File: src/design/rcs_pkg.sv
// rcs_pkg: shared types, codes and constants for the channel sequencer.
// No dependencies.
package rcs_pkg;

	localparam int QUEUE_DEPTH_DEF = 16;
	localparam int CFG_ADDR_W = 5;

	localparam logic [23:0] TIMEOUT_RST = 24'd10000;
	localparam logic [15:0] IMIN_RST = 16'd50;
	localparam logic [15:0] IMAX_RST = 16'd1000;
	localparam logic [15:0] RDLY_RST = 16'd500;
	localparam logic [15:0] RLEN_RST = 16'd5000;

	typedef enum logic [2:0] {
		REG_TIMEOUT = 3'd0,
		REG_IMIN = 3'd1,
		REG_IMAX = 3'd2,
		REG_RDLY = 3'd3,
		REG_RLEN = 3'd4
	} reg_idx_t;

	typedef enum logic [1:0] {
		CMD_TICK = 2'd0,
		CMD_RX = 2'd1,
		CMD_QUEUE = 2'd2,
		CMD_NONE = 2'd3
	} cmd_t;

	typedef enum logic [2:0] {
		ST_NOTHING = 3'd0,
		ST_SENT = 3'd1,
		ST_ACCEPTED = 3'd2,
		ST_OOO = 3'd3,
		ST_TIMEOUT = 3'd4,
		ST_PROTO = 3'd5,
		ST_QFULL = 3'd6
	} status_t;

	typedef enum logic [2:0] {
		FSM_IDLE,
		FSM_EXEC,
		FSM_DIV,
		FSM_SEND,
		FSM_OUT
	} fsm_t;

	// controller -> datapath
	typedef struct packed {
		logic load;      // capture input beat
		logic exec;      // run first phase of command
		logic div_start;
		logic send;      // marks the send state after the divider; the datapath leaves it unused
		logic out_load;  // result goes to output register
	} rcs_cmd_t;

	// datapath -> controller
	typedef struct packed {
		logic need_div;
		logic div_done;
	} rcs_stat_t;

endpackage

File: src/design/rcs_div.sv
// rcs_div: restoring divider, one quotient bit per cycle.
// Does not use rcs_pkg; no dependencies.
module rcs_div (
	input  logic        clk,
	input  logic        arst_n,
	input  logic        start,
	input  logic [31:0] dividend,
	input  logic [15:0] divisor,
	output logic [31:0] quotient,
	output logic        done
);
	logic [31:0] quo_q;
	logic [16:0] rem_q;
	logic [15:0] dvs_q;
	logic [5:0]  cnt_q;
	logic        busy_q;
	logic [16:0] trial;
	logic [16:0] shifted;

	assign shifted = {rem_q[15:0], quo_q[31]};
	assign trial = shifted - {1'b0, dvs_q};

	always_ff @(posedge clk or negedge arst_n) begin
		if (!arst_n) begin
			busy_q <= 1'b0;
			cnt_q <= '0;
			done <= 1'b0;
		end else begin
			done <= 1'b0;
			if (start) begin
				busy_q <= 1'b1;
				cnt_q <= 6'd32;
			end else if (busy_q) begin
				cnt_q <= cnt_q - 6'd1;
				if (cnt_q == 6'd1) begin
					busy_q <= 1'b0;
					done <= 1'b1;
				end
			end
		end
	end

	always_ff @(posedge clk) begin
		if (start) begin
			quo_q <= dividend;
			rem_q <= '0;
			dvs_q <= divisor;
		end else if (busy_q) begin
			if (!trial[16]) begin
				rem_q <= trial;
				quo_q <= {quo_q[30:0], 1'b1};
			end else begin
				rem_q <= shifted;
				quo_q <= {quo_q[30:0], 1'b0};
			end
		end
	end

	assign quotient = quo_q;
endmodule

File: src/design/rcs_ctrl.sv
// rcs_ctrl: controller state machine for the sequencer.
// Depends on rcs_pkg.
module rcs_ctrl (
	input  logic             clk,
	input  logic             arst_n,
	input  logic             in_beat,
	input  logic             out_busy,
	input  rcs_pkg::rcs_stat_t stat,
	output logic             in_rdy,
	output rcs_pkg::rcs_cmd_t  cmd
);
	import rcs_pkg::*;
	fsm_t state_q, state_d;

	always_ff @(posedge clk or negedge arst_n) begin
		if (!arst_n) state_q <= FSM_IDLE;
		else state_q <= state_d;
	end

	always_comb begin
		state_d = state_q;
		unique case (state_q)
			FSM_IDLE: if (in_beat) state_d = FSM_EXEC;
			FSM_EXEC: state_d = stat.need_div ? FSM_DIV : FSM_OUT;
			FSM_DIV:  if (stat.div_done) state_d = FSM_SEND;
			FSM_SEND: state_d = FSM_OUT;
			FSM_OUT:  if (!out_busy) state_d = FSM_IDLE;
			default:  state_d = FSM_IDLE;
		endcase
	end

	always_comb begin
		cmd = '0;
		in_rdy = 1'b0;
		unique case (state_q)
			FSM_IDLE: begin
				in_rdy = 1'b1;
				cmd.load = in_beat;
			end
			FSM_EXEC: begin
				cmd.exec = 1'b1;
				cmd.div_start = stat.need_div;
			end
			FSM_SEND: cmd.send = 1'b1;
			FSM_OUT:  cmd.out_load = !out_busy;
			default: ;
		endcase
	end
endmodule

File: src/design/rcs_dp.sv
// rcs_dp: channel state, config registers and result assembly.
// Depends on rcs_pkg and rcs_div.
module rcs_dp #(
	parameter int QUEUE_DEPTH = rcs_pkg::QUEUE_DEPTH_DEF
) (
	input  logic               clk,
	input  logic               arst_n,
	input  rcs_pkg::rcs_cmd_t  cmd,
	output rcs_pkg::rcs_stat_t stat,
	input  logic [71:0]        in_data,
	input  logic               cfg_we,
	input  logic [2:0]         cfg_idx,
	input  logic [31:0]        cfg_wdata,
	output logic [31:0]        cfg_rdata,
	output logic [111:0]       res
);
	import rcs_pkg::*;

	logic [23:0] tmo_q;
	logic [15:0] imin_q, imax_q, rdly_q, rlen_q;
	logic [31:0] now_q, lrx_q, awake_q, ltx_q, oseq_q, iseq_q, pack_q;
	logic orel_q, irel_q, rack_q, dead_q;
	logic [4:0] pend_q;
	logic [71:0] in_q;
	logic [111:0] res_q;
	logic [31:0] intv_q;

	// captured input fields
	logic [1:0] c_cmd;
	logic [31:0] c_seq, c_ack;
	logic c_rseq, c_rack, c_rdata;
	assign c_cmd = in_q[1:0];
	assign c_seq = in_q[33:2];
	assign c_ack = in_q[65:34];
	assign c_rseq = in_q[66];
	assign c_rack = in_q[67];
	assign c_rdata = in_q[68];

	// tick phase, combinational on current state
	logic [31:0] now_n, el, rr;
	logic [4:0] qmax;
	logic orel_n, awake_upd, tick_tmo;
	assign qmax = 5'(QUEUE_DEPTH);
	assign now_n = now_q + 32'd1;
	assign tick_tmo = (now_n - lrx_q) >= {8'd0, tmo_q};
	assign orel_n = (pend_q != 5'd0 && orel_q == rack_q) ? ~orel_q : orel_q;
	assign awake_upd = orel_n != rack_q;
	assign el = now_n - (awake_upd ? now_n : awake_q);
	assign rr = el - {16'd0, rdly_q};

	logic ramp_mid;
	assign ramp_mid = (el > {16'd0, rdly_q}) && rlen_q != 16'd0 && rr < {16'd0, rlen_q};

	// ramp product |max-min| * r; r < 65536 here so 16x16
	logic [15:0] dmag;
	logic dneg;
	logic [31:0] prod;
	assign dneg = imax_q < imin_q;
	assign dmag = dneg ? imin_q - imax_q : imax_q - imin_q;
	assign prod = dmag * rr[15:0];

	logic [31:0] quo;
	logic div_done;
	rcs_div u_div (
		.clk(clk), .arst_n(arst_n), .start(cmd.div_start),
		.dividend(prod), .divisor(rlen_q), .quotient(quo), .done(div_done)
	);

	assign stat.need_div = !dead_q && c_cmd == CMD_TICK && !tick_tmo && ramp_mid;
	assign stat.div_done = div_done;

	logic [31:0] intv_fast, intv_ramp;
	assign intv_fast = (el <= {16'd0, rdly_q}) ? {16'd0, imin_q} : {16'd0, imax_q};
	assign intv_ramp = dneg ? {16'd0, imin_q} - quo : {16'd0, imin_q} + quo;

	always_comb begin
		unique case (cfg_idx)
			REG_TIMEOUT: cfg_rdata = {8'd0, tmo_q};
			REG_IMIN: cfg_rdata = {16'd0, imin_q};
			REG_IMAX: cfg_rdata = {16'd0, imax_q};
			REG_RDLY: cfg_rdata = {16'd0, rdly_q};
			REG_RLEN: cfg_rdata = {16'd0, rlen_q};
			default: cfg_rdata = '0;
		endcase
	end

	// pending tick send check: flagged in exec, evaluated when the result is loaded
	logic tick_pend_q;
	logic send_now;
	logic send_chk;
	logic [31:0] oseq_n;
	assign send_chk = (now_q - ltx_q) >= intv_q;
	assign send_now = tick_pend_q && cmd.out_load && send_chk;
	assign oseq_n = (oseq_q != 32'hFFFF_FFFF) ? oseq_q + 32'd1 : oseq_q;

	// result layout: status, tx_seq, tx_ack, rel_seq, rel_ack, rel_data, lost, rrx, rdel, qlvl
	always_ff @(posedge clk or negedge arst_n) begin
		if (!arst_n) begin
			tmo_q <= TIMEOUT_RST; imin_q <= IMIN_RST; imax_q <= IMAX_RST;
			rdly_q <= RDLY_RST; rlen_q <= RLEN_RST;
			now_q <= '0; lrx_q <= '0; awake_q <= '0; ltx_q <= '0;
			oseq_q <= '0; iseq_q <= '0; pack_q <= '0;
			orel_q <= 1'b0; irel_q <= 1'b0; rack_q <= 1'b0; dead_q <= 1'b0;
			pend_q <= '0;
			res_q <= '0;
		end else begin
			if (cfg_we) begin
				unique case (cfg_idx)
					REG_TIMEOUT: tmo_q <= cfg_wdata[23:0];
					REG_IMIN: imin_q <= cfg_wdata[15:0];
					REG_IMAX: imax_q <= cfg_wdata[15:0];
					REG_RDLY: rdly_q <= cfg_wdata[15:0];
					REG_RLEN: rlen_q <= cfg_wdata[15:0];
					default: ;
				endcase
			end
			if (cmd.exec) begin
				res_q <= '0;
				if (!dead_q) begin
					unique case (c_cmd)
						CMD_TICK: begin
							now_q <= now_n;
							if (tick_tmo) begin
								dead_q <= 1'b1;
								res_q[2:0] <= ST_TIMEOUT;
							end else begin
								orel_q <= orel_n;
								if (awake_upd) awake_q <= now_n;
							end
						end
						CMD_RX: begin
							if (c_seq <= iseq_q) res_q[2:0] <= ST_OOO;
							else begin
								res_q[101:70] <= c_seq - iseq_q - 32'd1;
								if (c_rdata) awake_q <= now_q;
								iseq_q <= c_seq;
								pack_q <= c_ack;
								if (c_rseq != irel_q && !c_rdata) begin
									dead_q <= 1'b1;
									res_q[2:0] <= ST_PROTO;
								end else begin
									if (c_rseq != irel_q) begin
										res_q[102] <= 1'b1;
										irel_q <= c_rseq;
									end
									if (c_rack != rack_q) begin
										res_q[103] <= 1'b1;
										if (pend_q != 5'd0) pend_q <= pend_q - 5'd1;
										rack_q <= c_rack;
									end
									lrx_q <= now_q;
									res_q[2:0] <= ST_ACCEPTED;
								end
							end
						end
						CMD_QUEUE: begin
							if (pend_q >= qmax) res_q[2:0] <= ST_QFULL;
							else pend_q <= pend_q + 5'd1;
						end
						default: ;
					endcase
				end
			end
			if (send_now) begin
				ltx_q <= now_q;
				oseq_q <= oseq_n;
			end
		end
	end

	always_ff @(posedge clk or negedge arst_n) begin
		if (!arst_n) tick_pend_q <= 1'b0;
		else if (cmd.exec) tick_pend_q <= !dead_q && c_cmd == CMD_TICK && !tick_tmo;
		else if (cmd.out_load) tick_pend_q <= 1'b0;
	end

	// interval set at exec from pre-update state (el uses now_n), or from the divider on a ramp
	logic [31:0] intv_exec;
	assign intv_exec = ramp_mid ? 32'd0 : intv_fast;
	always_ff @(posedge clk) begin
		if (cmd.exec) intv_q <= intv_exec;
		else if (div_done) intv_q <= intv_ramp;
		if (cmd.load) in_q <= in_data;
	end

	always_comb begin
		res = res_q;
		if (send_now) begin
			res[2:0] = ST_SENT;
			res[34:3] = oseq_n;
			res[66:35] = iseq_q;
			res[67] = orel_q;
			res[68] = irel_q;
			res[69] = orel_q != rack_q && pend_q != 5'd0;
		end
		res[108:104] = pend_q;
		res[111:109] = '0;
	end

	logic unused;
	assign unused = ^{pack_q, in_q[71:69], cmd.send};
endmodule

File: src/design/reliable_channel_sequencer_core.sv
// Top level: channel sequencer, one command per input beat, one result beat each.
// Each result passes the exec and output states; a tick whose interval ramps also waits
// in the divide and send states for the serial divider. A new input beat is taken only
// after the last result is loaded; a stalled result holds the block in its output
// state. Reset (arst_n low) clears the control and channel state and loads the
// register defaults.
module reliable_channel_sequencer_core #(
	parameter int QUEUE_DEPTH = rcs_pkg::QUEUE_DEPTH_DEF
) (
	input  logic                        clk,
	input  logic                        arst_n,
	input  logic                        s_tvalid,
	output logic                        s_tready,
	input  logic [1:0]                  s_tuser, // cmd
	input  logic [71:0]                 s_tdata, // pkt_seq, pkt_ack, pkt_rel_seq,
	                                             // pkt_rel_ack, pkt reliable-data flag
	output logic                        m_tvalid,
	input  logic                        m_tready,
	output logic [2:0]                  m_tuser, // status
	output logic [111:0]                m_tdata, // tx_seq, tx_ack, tx_rel_seq, tx_rel_ack,
	                                             // tx reliable-data flag, lost_count,
	                                             // reliable_received, reliable_delivered,
	                                             // queue_level
	input  logic                        psel,
	input  logic                        penable,
	input  logic                        pwrite,
	input  logic [rcs_pkg::CFG_ADDR_W-1:0] paddr,
	input  logic [31:0]                 pwdata,
	output logic [31:0]                 prdata,
	output logic                        pready
);
	import rcs_pkg::*;
	rcs_cmd_t cmd;
	rcs_stat_t stat;
	logic [111:0] res;
	logic out_busy;

	assign pready = 1'b1;
	assign out_busy = m_tvalid && !m_tready;

	rcs_ctrl u_ctrl (
		.clk(clk), .arst_n(arst_n), .in_beat(s_tvalid && s_tready),
		.out_busy(out_busy), .stat(stat), .in_rdy(s_tready), .cmd(cmd)
	);

	rcs_dp #(.QUEUE_DEPTH(QUEUE_DEPTH)) u_dp (
		.clk(clk), .arst_n(arst_n), .cmd(cmd), .stat(stat),
		.in_data({3'd0, s_tdata[66:0], s_tuser}),
		.cfg_we(psel && penable && pwrite), .cfg_idx(paddr[4:2]),
		.cfg_wdata(pwdata), .cfg_rdata(prdata), .res(res)
	);

	always_ff @(posedge clk or negedge arst_n) begin
		if (!arst_n) m_tvalid <= 1'b0;
		else if (cmd.out_load) m_tvalid <= 1'b1;
		else if (m_tready) m_tvalid <= 1'b0;
	end

	always_ff @(posedge clk) begin
		if (cmd.out_load) begin
			m_tuser <= res[2:0];
			m_tdata <= {6'd0, res[108:3]};
		end
	end
endmodule

File: config.mk
export PLATFORM = sky130hd
export DESIGN_NAME = reliable_channel_sequencer_core
export DESIGN_NICKNAME = d
export VERILOG_FILES = /design/src/design/rcs_pkg.sv /design/src/design/rcs_div.sv /design/src/design/rcs_ctrl.sv /design/src/design/rcs_dp.sv /design/src/design/reliable_channel_sequencer_core.sv
export SDC_FILE = /design/constraint.sdc
export NUM_CORES = 2
export LEC_CHECK = 0
export ABC_AREA = 0
export BUFFER_PORTS_ARGS = -buffer_cell sky130_fd_sc_hd__buf_2
export CAP_MARGIN = 40
export CORE_AREA = 2 2 314 316
export CTS_BUF_LIST = sky130_fd_sc_hd__clkbuf_2 sky130_fd_sc_hd__clkbuf_4 sky130_fd_sc_hd__clkbuf_8
export DETAILED_ROUTE_END_ITERATION = 16
export DIE_AREA = 0 0 316 318
export MAX_ROUTING_LAYER = met4
export PLACE_DENSITY = 0.71
export SYNTH_ARGS = -nofsm -noshare
export SYNTH_HDL_FRONTEND = slang
export SYNTH_SLANG_ARGS = --single-unit
File: constraint.sdc
create_clock -name clk -period 12.2 [get_ports clk]
set_clock_uncertainty 0.2 [all_clocks]
set_input_delay 0.61 -clock clk [delete_from_list [all_inputs] [get_ports clk]]
set_output_delay 0.61 -clock clk [all_outputs]
set_load 0.03 [all_outputs]
; ---- After elaboration in Yosys (flattened, before gate mapping)
; Cells that the tools add are included.
[word_totals]
reg_bits = 613
input_bits = 118
output_inout_bits = 150
elab_cells = 194
[op_classes]
add_sub_neg = 16
multipliers = 1
magnitude_cmp = 8
eq_ne = 27
muxes = 62
bitwise_logic = 5
reduce_logical = 44
[ops]
columns = operator, n
row1 = 32-bit 2-to-1 mux, 11
row2 = 32-bit subtractor, 4
row3 = 24-bit case mux with 5 select lines, 1
row4 = 34-bit 2-to-1 mux, 3
row5 = 32-bit by 1-bit adder with 32-bit output (second input constant), 2
row6 = 32-bit case mux with 2 select lines, 1
row7 = 16-bit 2-to-1 mux, 3
row8 = 16-bit by 32-bit adder with 32-bit output, 1
row9 = 32-bit by 24-bit >= comparator with 1-bit output, 1
row10 = 32-bit >= comparator, 1
row11 = 32-bit by 16-bit > comparator with 1-bit output, 1
row12 = 32-bit by 16-bit <= comparator with 1-bit output, 1
row13 = 32-bit <= comparator, 1
row14 = 32-bit by 16-bit less-than comparator with 1-bit output, 1
row15 = 16-bit by 16-bit multiplier with 32-bit output, 1
row16 = 32-bit != test (second input constant), 1
row17 = 16-bit subtractor, 2
row18 = 16-bit by 32-bit subtractor with 32-bit output, 1
row19 = 32-bit by 1-bit subtractor with 32-bit output (second input constant), 1
row20 = 32-bit by 16-bit subtractor with 32-bit output, 1
row21 = 3-bit 2-to-1 mux, 9
row22 = 5-bit 2-to-1 mux, 5
row23 = 1-bit 2-to-1 mux, 21
row24 = 6-bit AND reduction, 3
row25 = 35 further kinds, 86

; ---- Longest topological paths before layout
[logic_depth]
word_depth = 12
mapped_depth = 51
mapped_depth_nobuf = 49

; ---- Cells and area by module
; From an unflattened synthesis, not the netlist that was laid out.
[unflattened]
cells_unflattened = 5061
hier_area_um2 = 46115.5
[by_module_without_submodules]
columns = module, instances, cells_each, area_per_inst_um2, seq_area_each_um2
row1 = rcs_dp, 1, 4570, 38679.6, 10286.1
row2 = rcs_div, 1, 348, 3856.2, 1961.9
row3 = reliable_channel_sequencer_core, 1, 123, 3390.8, 3298.2
row4 = rcs_ctrl, 1, 20, 188.9, 75.1

; ---- Worst setup path after synthesis
; No wires, ideal clock.
[synth_timing]
path_type = register to register
start = register u_dp.pend_q[1]
end = register u_dp.u_div.quo_q[30] (netlist: u_dp.u_div.quotient[30]) (data pin)
setup_time_ns = 0.260
arrival_time_ns = 11.227
required_time_ns = 11.740
path_slack_ns = 0.512
path_stages_with_launch = 47
n_path_buf = 2
synth_period_minus_slack_ns = 11.688
path_cell_list = dfrtp_1 > nor4_2 > nand3_1 > clkbuf_1 > a21oi_1 > ha_1 > inv_1 > fa_1 > a41o_1 > a311oi_1 > o31ai_1 > a31oi_2 > nand2b_1 > nand2_1 > xor2_1 > ha_1 > inv_1 > o21bai_1 > [11 not listed] > inv_1 > fa_1 > inv_1 > ha_1 > a21o_1 > a21o_1 > a21o_1 > a21o_1 > a21oi_1 > nor2_1 > o21ai_0 > nand2b_1 > a31o_2 > a21o_1 > a21oi_1 > nor3_1 > or3_1 > mux2_4
[synth_via]
elab_chain_len = 12
elab_cells_between_ends = 15
cone_classes = add/sub: 2 / mul: 1 / order compare: 2 / eq/ne: 1 / mux: 4 / reduce/logical: 5
[synth_rtl]
columns = item, line_no
row1 = start: declaration, rcs_dp.sv:23  ; logic [4:0] pend_q;
row2 = start signal: assignment, rcs_dp.sv:148  ; if (pend_q != 5'd0) pend_q <= pend_q - 5'd1;
row3 = start signal: assignment, rcs_dp.sv:158  ; else pend_q <= pend_q + 5'd1;
row4 = 5-bit nonzero test (*), rcs_dp.sv:46  ; assign orel_n = (pend_q != 5'd0 && orel_q == rack_q) ? ~orel_q : orel_q;
row5 = 1-bit logical AND (*), rcs_dp.sv:46
row6 = 1-bit 2-to-1 mux (*), rcs_dp.sv:46
row7 = 1-bit != test (*), rcs_dp.sv:47  ; assign awake_upd = orel_n != rack_q;
row8 = 32-bit 2-to-1 mux (*), --
row9 = 32-bit subtractor (*), rcs_dp.sv:48  ; assign el = now_n - (awake_upd ? now_n : awake_q);
row10 = branches (longest 5 deep; another with 32-bit by 16-bit subtractor with 32-bit output), --
row11 = 32-bit 2-to-1 mux (*), rcs_div.sv:44  ; if (start) begin
row12 = end signal: assignment, rcs_div.sv:45  ; quo_q <= dividend;
row13 = end signal: assignment, rcs_div.sv:51  ; quo_q <= {quo_q[30:0], 1'b1};
row14 = end signal: assignment, rcs_div.sv:54  ; quo_q <= {quo_q[30:0], 1'b0};
row15 = end: declaration, rcs_div.sv:12  ; logic [31:0] quo_q;
; Every way passes the cells marked *.
; A chain may end at the register's enable or synchronous reset.

; ---- Final worst setup path
; Ends and elaborated chain as after synthesis.

==> out/qor.txt <==
STA
--------------------------------------------------------------------------------
Post-route fraction of the period consumed by the critical path            95.9%
Final critical path time including I/O delays and setup                 11.70 ns
Maximum clock frequency                                               0.0855 GHz
Worst rel slew slack                                                       37.2%
Hold Violations, Final                                                         0
Post-Route Hold Slack                                                  0.0764 ns
Final setup vio count                                                          0
Worst Setup Slack, final                                                0.502 ns
Least-Margin Pin Slew                                                   0.940 ns
Final Slew Violations                                                          0

PLACEMENT
--------------------------------------------------------------------------------
Worst Setup Slack post-DPL                                              0.147 ns
Final HPWL from detailed placement                                      99000 µm
Port buffer count                                                            205
Final weighted congestion in routability-driven placement                  0.995
DP Area                                                                48900 µm²
Placed Cells                                                                6379

YOSYS
--------------------------------------------------------------------------------
Area share of the leading cell type in the synthesized netlist             17.0%
Share of synthesized flip-flops with an asynchronous set or reset          58.3%
Average instance area after synthesis                                   9.23 µm²
Synth top area cells                                                dfrtp_1 17%, edfxtp_1 15%, ha_1 11%
Number of synthesis warnings                                                   0
Sequential share of the synthesized area                                   33.8%
Synth Flop Type                                                          dfrtp_1
Leading area contributor after synthesis                                 dfrtp_1
Leading cell type by number of instances after synthesis                 nand2_1
#FFs+latches synth                                                           581
Post-synth top cells                                                587 x nand2_1, 558 x inv_1, 390 x ha_1
Post-synthesis cell count                                                   5000
Syn Std Cell Area                                                      46200 µm²
Post-synth EDFFs                                                             226
Count of unique library cells instantiated by Yosys                           97

DETAILED ROUTING
--------------------------------------------------------------------------------
Met2 wirelength from detailed routing                                   58100 µm
Top layer reached by signal wires                                           met4
Number of nets with antenna violations after routing                           0
Met1 Wirelength                                                         57900 µm
Post-detailed-route DRC marker count                                           0
Total length of routed met3 wires                                        9780 µm
Number of iterations in the first detailed-routing pass                        6
Ratio of routed vias to standard cells                                      5.57
Routed len/inst                                                          19.5 µm
Via Count                                                                  36900
Number of DRC markers after the initial detailed-route iteration            3216
Total wirelength of the detailed-routed design                         129000 µm

FLOORPLAN
--------------------------------------------------------------------------------
Core Rows                                                                    115
Area inside the core boundary                                          97400 µm²
DIE WIDTH                                                                 316 µm
Effective utilization at floorplan                                         47.4%
Area of the die                                                       100000 µm²
Vertical die dimension                                                    318 µm
Ports                                                                        268

CRITICAL PATH
--------------------------------------------------------------------------------
Cell with the biggest individual delay on the critical path                or4_4
Crit path launch type                                                  flip-flop
Maximum cell stage delay along the critical path                         0.63 ns
CP most frequent cell                                                       fa_1
Arr. time, crit path                                                    11.96 ns
Worst setup path class                                              flip-flop to flip-flop
Required time reported for the critical path endpoint                   12.47 ns
Crit path max fanout                                                           6
Crit end category                                                      flip-flop

GLOBAL ROUTE
--------------------------------------------------------------------------------
GRT overflow                                                                   0
Antenna violations before repair                                               4
Pin count of the biggest net entering global routing                         110
First-pass GRT wire length                                             203000 µm
Gr usage total                                                             26.4%
Number of global-route vias before repair                                  36100

CLOCKING
--------------------------------------------------------------------------------
Num CTS Buffers                                                              102
Clock latency at the later pin of the worst-skew pair                    0.74 ns
Maximum buffer depth of the clock tree                                         3
Post-CTS Setup Repair Bufs                                                     0
Clock sinks                                                                  581
Clock tree from TritonCTS                                                  built
Clock tree root buffer cell                                             clkbuf_8
H-tree depth reported by CTS                                                   3
Clock-pin slew on the worst setup and hold paths                         0.06 ns

FINISH
--------------------------------------------------------------------------------
Final non-filler cell total                                                 6637
Finished Cell Area                                                     52000 µm²
# nets final                                                                5970
Fraction of final layout cells with drive strength greater than 1          12.6%
Growth of design area from synthesis to finish                             12.7%
Number of fill cells                                                        8742

RUN
--------------------------------------------------------------------------------
# Max-Cap Violations                                                           0

HOLD PATH
--------------------------------------------------------------------------------
HP Class                                                            primary input to flip-flop

OUTCOME
--------------------------------------------------------------------------------
Status                                                                 completed

## through the flow
stage / util, % / TNS [ns]
6_report: 53.4 / 0
5_1_grt: 53.4 / -0.0599
4_1_cts: 53.3 / 0
3_5_place_dp: 50.2 / 0
3_3_place_gp: 49.9 / 0
2_1_floorplan: - / 0
## final timing paths
path                                start                       to  slack, ns  cells past startpoint
min in group asynchronous          arst_n          u_dp.oseq_q[10]       0.34                      2
hold reg to reg            u_dp.res_q[79]              m_tdata[76]       0.23                      0
setup / recovery           u_dp.pend_q[1]  u_dp.u_div.quotient[30]       0.50                     44
hold / removal                 pwdata[14]          u_dp.rdly_q[14]       0.08                      3
setup reg to reg           u_dp.pend_q[1]  u_dp.u_div.quotient[30]       0.50                     44
max in group asynchronous          arst_n          u_dp.rlen_q[12]       8.84                      6
## registers in the layout, indices dropped and copies added (netlist names), 5 cells and up
name                 count
u_dp.imax_q             16
u_dp.u_div.rem_q        16
u_dp.pend_q              5
u_dp.u_div.dvs_q        16
u_dp.iseq_q             32
u_dp.oseq_q             32
u_dp.in_q               37
u_dp.awake_q            32
u_dp.intv_q             32
u_dp.rlen_q             16
u_dp.imin_q             16
u_dp.u_div.cnt_q         6
u_dp.res_q              37
u_dp.u_div.quotient     32
u_dp.ltx_q              32
u_dp.now_q              32
m_tdata                106
u_dp.lrx_q              32
u_dp.rdly_q             16
u_dp.tmo_q              24
## logic make-up (layout without fill, tap and decap cells)
| kind of cell | Yosys count | in the layout | share of synthesized area, % |
|---|---|---|---|
| and+or+nand+nor | 1437 | 1437 | 14.5 |
| AOI/OAI and AO/OA | 1071 | 1071 | 14.6 |
| buffers and inverters | 787 | 1120 | 6.59 |
| adders and majority gates | 594 | 594 | 19.4 |
| DFF | 581 | 581 | 33.8 |
| xor gates and xnor gates | 358 | 358 | 6.79 |
| muxes | 170 | 170 | 4.22 |
| other | 2 | 19 | 0.0163 |
## cell type report
class | count | area (µm²) | area share [%]
inverters | 562 | 2110 | 4.05
multi-input cells | 3645 | 27700 | 53.3
well taps | 1287 | 1610 | 3.10
diodes | 4 | 10.0 | 0.0192
repair buffers | 366 | 2520 | 4.84
clock inverters | 40 | 484 | 0.931
flip-flops and latches | 581 | 15600 | 30.0
clock buffers | 152 | 1940 | 3.72
## worst max-delay path, delay by kind of cell (launching register included)
kind / cells / cell delay, ns
compound gates: 19 / 3.48
xor+xnor: 2 / 0.47
fa+ha+maj: 9 / 4.30
buf+inv: 4 / 0.36
flops: 1 / 0.48
mux: 2 / 0.40
simple gates: 8 / 1.73
## layer usage
| metal | track usage (%) | up-vias |
|---|---|---|
| li1 | - | 17600 |
| met5 | - | - |
| met2 | 40.2 | 1307 |
| met3 | 4.49 | 228 |
| met1 | 36.1 | 17800 |
| met4 | 7.64 | 0 |
## cell usage in the layout (no fill, tap or decap), drive strengths merged, types with 204 or more instances in the layout
| cell type | n |
|---|---|
| fa | 204 |
| edfxtp | 226 |
| nor2 | 337 |
| nand2 | 587 |
| dfrtp | 314 |
| xnor2 | 231 |
| buf | 303 |
| inv | 564 |
| o21ai | 337 |
| ha | 390 |
| a21oi | 235 |
## what timing repair did
item | in CTS | in global routing
setup endpoints to repair | 0 | 7
gates resized for setup | 0 | 20
hold buffers | 62 | 0
hold endpoints to repair | 197 | 0
Power is not shown: default switching activity piles up to over one toggle a cycle in this logic, so the estimate is an artifact.
